### src/sv/rlbt_pkg.sv
// Shared constants and types for the run-length bitmap table.
// Used by rlbt_ctrl, rlbt_dp and run_length_bitmap_table_core; no dependencies.
package rlbt_pkg;

	// Default sizes for the top-level parameters.
	localparam int MAX_RUNS_DEF = 256;
	localparam int POS_BITS_DEF = 20;

	// Request codes.
	localparam logic [1:0] REQ_APPEND = 2'd0;
	localparam logic [1:0] REQ_TEST   = 2'd1;
	localparam logic [1:0] REQ_CLEAR  = 2'd2;
	localparam logic [1:0] REQ_FILL   = 2'd3;

	// Error codes.
	localparam logic [1:0] ERR_NONE  = 2'd0;
	localparam logic [1:0] ERR_RANGE = 2'd1;
	localparam logic [1:0] ERR_FULL  = 2'd2;

	// Commands from the controller to the datapath.
	typedef struct packed {
		logic load_req;
		logic exec;
		logic srch_init;
		logic srch_step;
		logic chk;
		logic load_out;
	} cmd_t;

	// Status from the datapath to the controller.
	typedef struct packed {
		logic [1:0] req_code;
		logic       test_skip;
		logic       srch_done;
	} status_t;

endpackage

### src/sv/rlbt_ctrl.sv
// Controller state machine for the run-length bitmap table.
// Depends on rlbt_pkg for the command and status types and the request codes.
module rlbt_ctrl (
	input  logic                clk,
	input  logic                arst_n,
	input  logic                in_valid,
	output logic                in_stall,
	output logic                out_valid,
	input  logic                out_stall,
	input  rlbt_pkg::status_t   status,
	output rlbt_pkg::cmd_t      cmd
);

	localparam logic [2:0] ST_IDLE = 3'd0;
	localparam logic [2:0] ST_EXEC = 3'd1;
	localparam logic [2:0] ST_SRD  = 3'd2;
	localparam logic [2:0] ST_SCMP = 3'd3;
	localparam logic [2:0] ST_CHK  = 3'd4;
	localparam logic [2:0] ST_DONE = 3'd5;

	logic [2:0] state_q;
	logic [2:0] state_nxt;
	logic       out_valid_q;

	// A new request is taken only when the sequencer is idle.
	assign in_stall  = (state_q != ST_IDLE);
	assign out_valid = out_valid_q;

	// Next state and command decode.
	always_comb begin
		state_nxt = state_q;
		cmd       = '0;
		case (state_q)
			ST_IDLE: begin
				if (in_valid) begin
					cmd.load_req = 1'b1;
					state_nxt    = ST_EXEC;
				end
			end
			ST_EXEC: begin
				cmd.exec = 1'b1;
				if (status.req_code == rlbt_pkg::REQ_TEST && !status.test_skip) begin
					cmd.srch_init = 1'b1;
					state_nxt     = ST_SRD;
				end else begin
					state_nxt = ST_DONE;
				end
			end
			ST_SRD: begin
				state_nxt = status.srch_done ? ST_CHK : ST_SCMP;
			end
			ST_SCMP: begin
				cmd.srch_step = 1'b1;
				state_nxt     = ST_SRD;
			end
			ST_CHK: begin
				cmd.chk   = 1'b1;
				state_nxt = ST_DONE;
			end
			ST_DONE: begin
				if (!out_valid_q || !out_stall) begin
					cmd.load_out = 1'b1;
					state_nxt    = ST_IDLE;
				end
			end
			default: begin
				state_nxt = ST_IDLE;
			end
		endcase
	end

	// State and output-valid registers.
	always_ff @(posedge clk or negedge arst_n) begin
		if (!arst_n) begin
			state_q     <= ST_IDLE;
			out_valid_q <= 1'b0;
		end else begin
			state_q <= state_nxt;
			if (cmd.load_out) begin
				out_valid_q <= 1'b1;
			end else if (!out_stall) begin
				out_valid_q <= 1'b0;
			end
		end
	end

endmodule

### config.mk
export PLATFORM = sky130hd
export DESIGN_NAME = rlbt_ctrl
export DESIGN_NICKNAME = d
export VERILOG_FILES = /design/src/sv/rlbt_pkg.sv /design/src/sv/rlbt_ctrl.sv
export SDC_FILE = /design/constraint.sdc
export NUM_CORES = 1
export LEC_CHECK = 0
export BUFFER_PORTS_ARGS = -buffer_cell sky130_fd_sc_hd__buf_2
export CORE_AREA = 10 10 47 49
export CTS_CLUSTER_DIAMETER = 40
export DETAILED_ROUTE_END_ITERATION = 8
export DIE_AREA = 0 0 57 59
export GPL_ROUTABILITY_DRIVEN = 0
export GPL_TIMING_DRIVEN = 0
export PLACE_DENSITY = 0.52
export SLEW_MARGIN = 25
export SYNTH_ARGS = -nofsm -noshare
export SYNTH_HDL_FRONTEND = slang
export SYNTH_SLANG_ARGS = --single-unit
### constraint.sdc
create_clock -name clk -period 1.03 [get_ports clk]
set_input_delay 0.206 -clock clk [delete_from_list [all_inputs] [get_ports clk]]
set_output_delay 0.206 -clock clk [all_outputs]
set_load 0.005 [all_outputs]
# --- Word level (Yosys, flattened, before mapping) ---
# Index checks and enable logic that the tools add are counted.
word_totals:
  ff_bits: 4
  latchBits: 0
  ram_bits: 0
  mem_bits_ro: 0
  out_inout_bits: 8
  memories: 0
op_classes:
  addsub: 0
  n_mul: 0
  n_div: 0
  n_lt_le_gt_ge: 0
  n_eq_ne: 9
  shift: 0
  mux: 15
  bitwise: 0
  n_reduce_logical: 8
ops:
  columns: ["op", "count"]
  rows:
  - ["3-bit case mux with 6 select lines", 1]
  - ["3-bit two-way mux", 4]
  - ["1-bit two-way mux", 9]
  - ["3-bit by 2-bit equality test with 1-bit output, second input constant", 2]
  - ["3-bit equality test, second input constant", 2]
  - ["2-bit != test, second input constant", 2]
  - ["3-bit by 1-bit equality test with 1-bit output, second input constant", 1]
  - ["1-bit logical NOT", 3]
  - ["3-bit logical NOT", 1]
  - ["3-bit nonzero test", 1]
  - ["2-bit by 1-bit equality test with 1-bit output, second input constant", 1]
  - ["2-bit two-way mux", 1]
  - ["2-bit by 1-bit != test with 1-bit output, second input constant", 1]
  - ["2-bit AND reduction", 1]
  - ["1-bit logical AND", 1]
  - ["1-bit logical OR", 1]

# --- Longest topological paths before layout ---
# Gate-level depths: netlist of the first run.
logic_depth:
  word_depth: 5
  mapped_depth: 4

# --- Least setup slack after synthesis of the first run ---
# OpenSTA, ideal clock, no wires.
synth_timing:
  path_type: "register to output"
  startpoint: "reg state_q[1]"
  endpoint: "out cmd[5] in the netlist's numbering"
  arrival_time_ns: 0.961
  required_time_ns: 0.824
  setup_slack_ns: -0.137
  path_stages_with_launch: 4
  path_buffers: 1
  cell_sequence: "dfrtp_1 > buf_6 > or3_4 > nor2_2"
synth_lines:
  columns: ["item", "line_no", "text"]
  rows:
  - ["start: declaration", "rlbt_ctrl.sv:21", "logic [2:0] state_q;"]
  - ["start signal: assignment", "rlbt_ctrl.sv:78", "state_q <= state_nxt;"]
  - ["end: declaration", "rlbt_ctrl.sv:11", "output rlbt_pkg::cmd_t cmd"]

==> impl_metrics.yaml, run 1 <==
outcome:
  outcome: "finished, violations left"
  failed_checks: "setup timing"
synthesis:
  synth_area_per_cell_sq_um: 8.722
  ys_warn_count: 0
  ys_top_cells_by_area: "dfrtp_1 (34%), buf_6 (11%), a21oi_1 (5.1%)"
  yosysTopAreaCell: "dfrtp_1"
  synth_nets: 42
  synth_edf_count: 0
  ys_seq_area_share_pct: 33.76
  synthTopCellsByCount: "dfrtp_1 (4), nand2_1 (4), a21oi_1 (3), buf_6 (3)"
  syn_area_sq_um: 296.5
  netlist_instances: 34
  async_reset_ff_share_pct: 100.0
  ys.flop_type: "dfrtp_1"
  synth_cell_type_count: 22
  synth_seq_cells: 4
  synth_top_area_share_pct: 33.76
setup_path:
  end_kind: "primary output"
  worst_r2r_startpoint: "state_q[2]"
  arrival_ns: 1.29
  path_class: "register to primary output"
  worstRegToRegCells: 5
  reg2reg_setup_slack_ns: -0.23
  critPathLaunchType: "register"
  path_buf_inv: 2
  cp_cell_sequence: "buf_6 -> or3_4 -> nor2_2 -> buf_2"
  crit_required_ns: 0.82
  cp_max_fo: 4
  cp.depth: 4
  slowest_stage: "dfrtp_1"
  critical-path-max-stage-delay_ns: 0.36
  crit_family: "simple AND/OR/NAND/NOR gates"
  reg2reg_to: "state_q[0]"
  crit_start: "state_q[0]"
grt:
  grt_pass1_vias: 373
  grt_overflow: 0
  grt_max_degree: 11
  grt.total_usage_pct: 5.618
  antenna_found_initial: 0
  grt_pass1_wl_mm: 1.483
cts:
  clock_sinks: 4
  cts_max_level: 1
  cts_tree: "built"
  cts_made_buffers: 3
  clockBufferDepth: 2
  cts-root-buf: "clkbuf_4"
  clk_latency_ns: 0.24
  path_clk_slew_ns: 0.04
timing:
  worst_pin_slew_ns: 0.3353
  slew_violations: 0
  fin_crit_sh_pct: 145.4
  rsz0062_at_grt: "yes"
  timing.final.hold_violations: 0
  finalClockSkew_ns: 0.005812
  slew_headroom_pct: 77.60
  final.setup.worst_slack_ns: -0.4675
  fin_crit_ns: 1.498
  fmaxAchievable_mhz: 667.8
  finalSetupViolCount: 10
pwr:
  p_per_area_nw_per_um2: 2884
  p_int_uw: 1065
  irDropWorstVdd_mv: 1.107
  power_frac_comb_pct: 71.4
  leakage_uw: 0.0003018
  p_sw_uw: 623.3
  sw_frac_of_total_pct: 36.91
  p_clk_share_pct: 11.8
  p_seq_share_pct: 16.8
cells_and_area:
  utilization_pct: 41.79
  antenna_cells: 0
  nets: 76
  n_fill_cell: 152
  drive_gt1_share_pct: 71.21
  layout-area-overhead-vs-synth_pct: 97.47
floorplanning:
  ios: 16
  die_h_microns: 59
  die_area_sq_um: 3363
  core_sq_um: 1401
  die_w_microns: 57
  start_util_pct: 21.16
  num_rows: 14
hold_path:
  holdPathStages: 3
  min_path_type: "input port to register"
  worstHoldStart: "out_stall"
  min_to: "out_valid"
drt:
  ant_nets: 0
  drt-vias-per-instance: 4.561
  wl_per_cell_microns: 13.13
  drt_wl_total_mm: 1.077
  route.detailed.drc: 0
  vias: 374
  drtIter0Drc: 0
  dr.pass1.iters: 1
place:
  port_buffers: 15
  place_ws_ns: -0.2484
  dp_hpwl_microns: 642.7
job:
  cap_violations: 0
[sequential cells by signal, summed over array words and instances (netlist names)]
| name | flops |
|---|---|
| out_valid | 1 |
| state_q | 3 |
[how the worst max path moves through the flow]
stage	to	slack (ns)
floorplan	cmd[5]	-0.14
global placement	cmd[5]	-0.23
detailed placement	cmd[5]	-0.25
CTS	cmd[5]	-0.48
global route	cmd[5]	-0.52
finish	cmd[5]	-0.47
[tightest hold or removal path, cell delays in order]
cell and delay [ns]:
buf_2 0.11, nand2_1 0.05, nand2_1 0.05
[stage by stage]
| stage | cells | total power, uW | instance area (sq um) | setup TNS, ns | hold slack, ns |
|---|---|---|---|---|---|
| 6_report | 82 | 1689 | 585.6 | -3.163 | 0.2094 |
| 5_1_grt | 82 | 1792 | 585.6 | -3.696 | 0.2112 |
| 4_1_cts | 78 | 1464 | 536.8 | -3.135 | 0.2035 |
| 3_5_place_dp | 65 | 942.2 | 391.6 | -1.158 | 0.01825 |
| 3_3_place_gp | 65 | 935.5 | 391.6 | -1.040 | 0.01364 |
| 2_1_floorplan | 34 | 731.0 | 296.5 | -0.1983 | -0.08959 |
[power groups by stage]
stage / Combinational, uW / Clock [uW] / Sequential [uW]
2_1_floorplan: 462 / 0 / 269
3_3_place_gp: 665 / 0 / 271
3_5_place_dp: 668 / 0 / 274
4_1_cts: 985 / 204 / 276
5_1_grt: 1280 / 216 / 292
6_report: 1210 / 200 / 284
[what timing repair did]
action | in CTS | in global routing
pin swaps | 6 | 4
setup buffers | 9 | 7
endpoints found under the hold margin | 4 | 0
resized for setup | 11 | 6
setup endpoints to repair | 8 | 10
hold buffers | 1 | 0
[routing by layer]
layer	up-vias	global-route usage, %	wire length, microns
met1	176	5.819	420
li1	182	-	-
met4	0	5.034	31
met2	12	8.682	589
met5	-	0	0
met3	4	2.146	36
[cells in the final DEF, fill, tap and decap left out, drive strengths merged, types with 2 or more instances in the layout]
cell,n
buf,31
a21oi,3
nor3,2
clkbuf,3
dfrtp,4
nand2,4
inv,3
and2,2
[layout make-up]
type / instances / area, sq um / area share [%]
repair buffers: 30 / 207.7 / 35.47
clock buffers: 3 / 22.52 / 3.846
plain buffers: 2 / 22.52 / 3.846
inverters: 3 / 13.76 / 2.350
multi-input cells: 24 / 198.9 / 33.97
flip-flops and latches: 4 / 100.1 / 17.09
well taps: 16 / 20.02 / 3.419
[logic make-up after synthesis]
kind of cell / count (synthesis) / share of synthesized area (%)
buffers and inverters: 6 / 15.19
and+or+nand+nor: 15 / 29.96
AOI/OAI and AO/OA: 9 / 21.10
DFF: 4 / 33.76
Power figures use the tool's default switching activity.
==> run 2: changes to the inputs <==
Settings changed: ABC_AREA set to 1, MAX_ROUTING_LAYER set to met4, PLACE_DENSITY 0.52 to 0.5.
==> run 2 against run 1 <==
The flow still finishes with violations (setup timing). Critical path type unchanged. Clock power is 9% lower. Synthesized cell count is 21% higher. Sequential cell count stayed put. Largest power group unchanged. Count of clock-buffer cells in the layout stayed put. Area after synthesis is 8.4% lower. Critical path depth stayed put. Setup slack better by 0.22 ns. Clock skew is 0.0048 ns lower.
==> impl_metrics.yaml, run 2 <==
outcome:
  outcome: "finished, violations left"
  failed_checks: "setup timing"
cells_and_area:
  final_area_sq_um: 445.4
  regMostFlops: "state_q"
  layout-area-overhead-vs-synth_pct: 64.06
  n_fill_cell: 171
  nets: 73
  final_common_cell: "buf_2"
  final_cell_mix: "buf_2 (15), inv_1 (9), nand2_1 (8)"
  antenna_cells: 0
  drive_gt1_share_pct: 53.97
  largest_reg_flops: 3
pwr:
  fin_total_pwr_uw: 1105
  irDropWorstVdd_mv: 0.6990
  leakage_uw: 0.0002706
  p_per_area_nw_per_um2: 2481
setup_path:
  critPathLaunchType: "register"
  crit_required_ns: 0.82
  arrival_ns: 1.07
  end_kind: "primary output"
  path_class: "register to primary output"
  cp_max_fo: 3
drt:
  drt_wl_total_microns: 737
  wl_met2_microns: 388
  route.detailed.drc: 0
  drt-vias-per-instance: 3.899
  drtIter0Drc: 4
  drt-met1-wl_microns: 268
  vias: 308
  wl_per_cell_microns: 9.329
  dr.pass1.iters: 2
  dr.max_layer_used: "met4"
  dr_wl_met3_microns: 76
  ant_nets: 0
synthesis:
  ys_top_cells_by_area: "dfrtp_1 (37%), inv_1 (12%), nand2_1 (12%)"
  netlist_instances: 41
  syn_area_sq_um: 271.5
  synth_area_per_cell_sq_um: 6.622
  yosysTopAreaCell: "dfrtp_1"
  synth_cell_type_count: 12
  synth_seq_cells: 4
  synth_top_area_share_pct: 36.87
  ys_warn_count: 0
  async_reset_ff_share_pct: 100.0
  ys_seq_area_share_pct: 36.87
  synthTopCellsByCount: "inv_1 (9), nand2_1 (9), nor2_1 (6)"
  synth_edf_count: 0
  ys.flop_type: "dfrtp_1"
  synth_nets: 49
floorplanning:
  die_area_sq_um: 3363
  core_sq_um: 1401
  start_util_pct: 19.37
  num_rows: 14
  die_h_microns: 59
  die_w_microns: 57
  ios: 16
grt:
  grt.total_usage_pct: 4.732
  grt_max_degree: 7
  antenna_found_initial: 0
  grt_pass1_vias: 303
  grt_pass1_wl_mm: 1.200
  grt_overflow: 0
cts:
  clock_sinks: 4
  cts-root-buf: "clkbuf_4"
  path_clk_slew_ns: 0.03
  cts_made_buffers: 3
  clk_latency_ns: 0.23
  cts_tree: "built"
  cts_max_level: 1
  clockBufferDepth: 2
timing:
  slew_violations: 0
  worst_pin_slew_ns: 0.1836
  fin_crit_sh_pct: 124.3
  fmaxAchievable_mhz: 780.8
  rsz0062_at_grt: "yes"
  finalClockSkew_ns: 0.0009884
  final.setup.worst_slack_ns: -0.2507
  fin_crit_ns: 1.281
  timing.final.hold_violations: 0
  slew_headroom_pct: 87.76
  finalSetupViolCount: 7
place:
  place_area_sq_um: 366.6
  port_buffers: 15
  dp_hpwl_microns: 601.6
job:
  cap_violations: 0
hold_path:
  min_path_type: "input port to register"
==> run 2: changes by cell type after synthesis, sizes merged, moves of 2 or more <==
cell / change
a21oi: -3
and2: -2
buf: -3
inv: +8
nand2: +6
nand3: +3
nor2: +8
==> run 2: repair_timing <==
item	CTS	global route
setup endpoints to repair	7	8
pin swaps	1	1
gates resized for setup	2	5
endpoints found under the hold margin	4	0
setup buffers	3	0
hold buffers	1	0
==> run 2: logic make-up after synthesis <==
kind of cell,count (synthesis),synth area share [%]
buf+inv,11,15.21
flops,4,36.87
simple gates,26,47.93
==> run 2: area by class of cell <==
cell class	count	area (sq um)	share of cell area, %
timing repair buffer	19	107.6	24.16
multi-input combinational	26	151.4	33.99
inverter	11	41.29	9.270
clock buffer	3	22.52	5.056
sequential	4	102.6	23.03
tap	16	20.02	4.494
==> run 2: worst paths after layout <==
kind	from	end	slack (ns)	depth (start not counted)
max reg2reg	state_q[0]	state_q[0]	0.02	6
min in group asynchronous	arst_n	out_valid	0.33	2
min	out_stall	out_valid	0.24	3
max in group asynchronous	arst_n	state_q[2]	0.57	2
min reg2reg	out_valid	out_valid	0.52	2
max	state_q[1]	cmd[3]	-0.25	4
==> run 2: routing by layer <==
metal / vias to the layer above / track usage (%)
met2: 9 / 7.597
met3: 2 / 2.361
met4: 0 / 4.027
li1: 166 / -
met1: 131 / 4.091
met5: - / -
==> run 2: critical path, cell delays in order (launching register included) <==
cell and delay (ns):
dfrtp_1 0.39, inv_2 0.11, nand2_2 0.08, nor3_4 0.13, buf_2 0.14
==> run 2: metrics by stage <==
step	setup TNS [ns]	setup slack (ns)	hold slack, ns	std cells	util [%]
after detailed placement	-0.1472	-0.06571	0.01338	72	26.16
after global placement	-0.1317	-0.06866	0.01153	72	26.16
after CTS	-1.578	-0.2625	0.2369	79	30.36
final	-1.482	-0.2507	0.2417	79	31.79
after global routing	-2.005	-0.3152	0.2901	79	31.79
after floorplan	0	0.07359	-0.08959	41	-
==> run 2: where the power goes <==
group	internal (uW)	switching, uW
Clock	130	53.9
Combinational	268	313
Sequential	237	104
Total	634	471
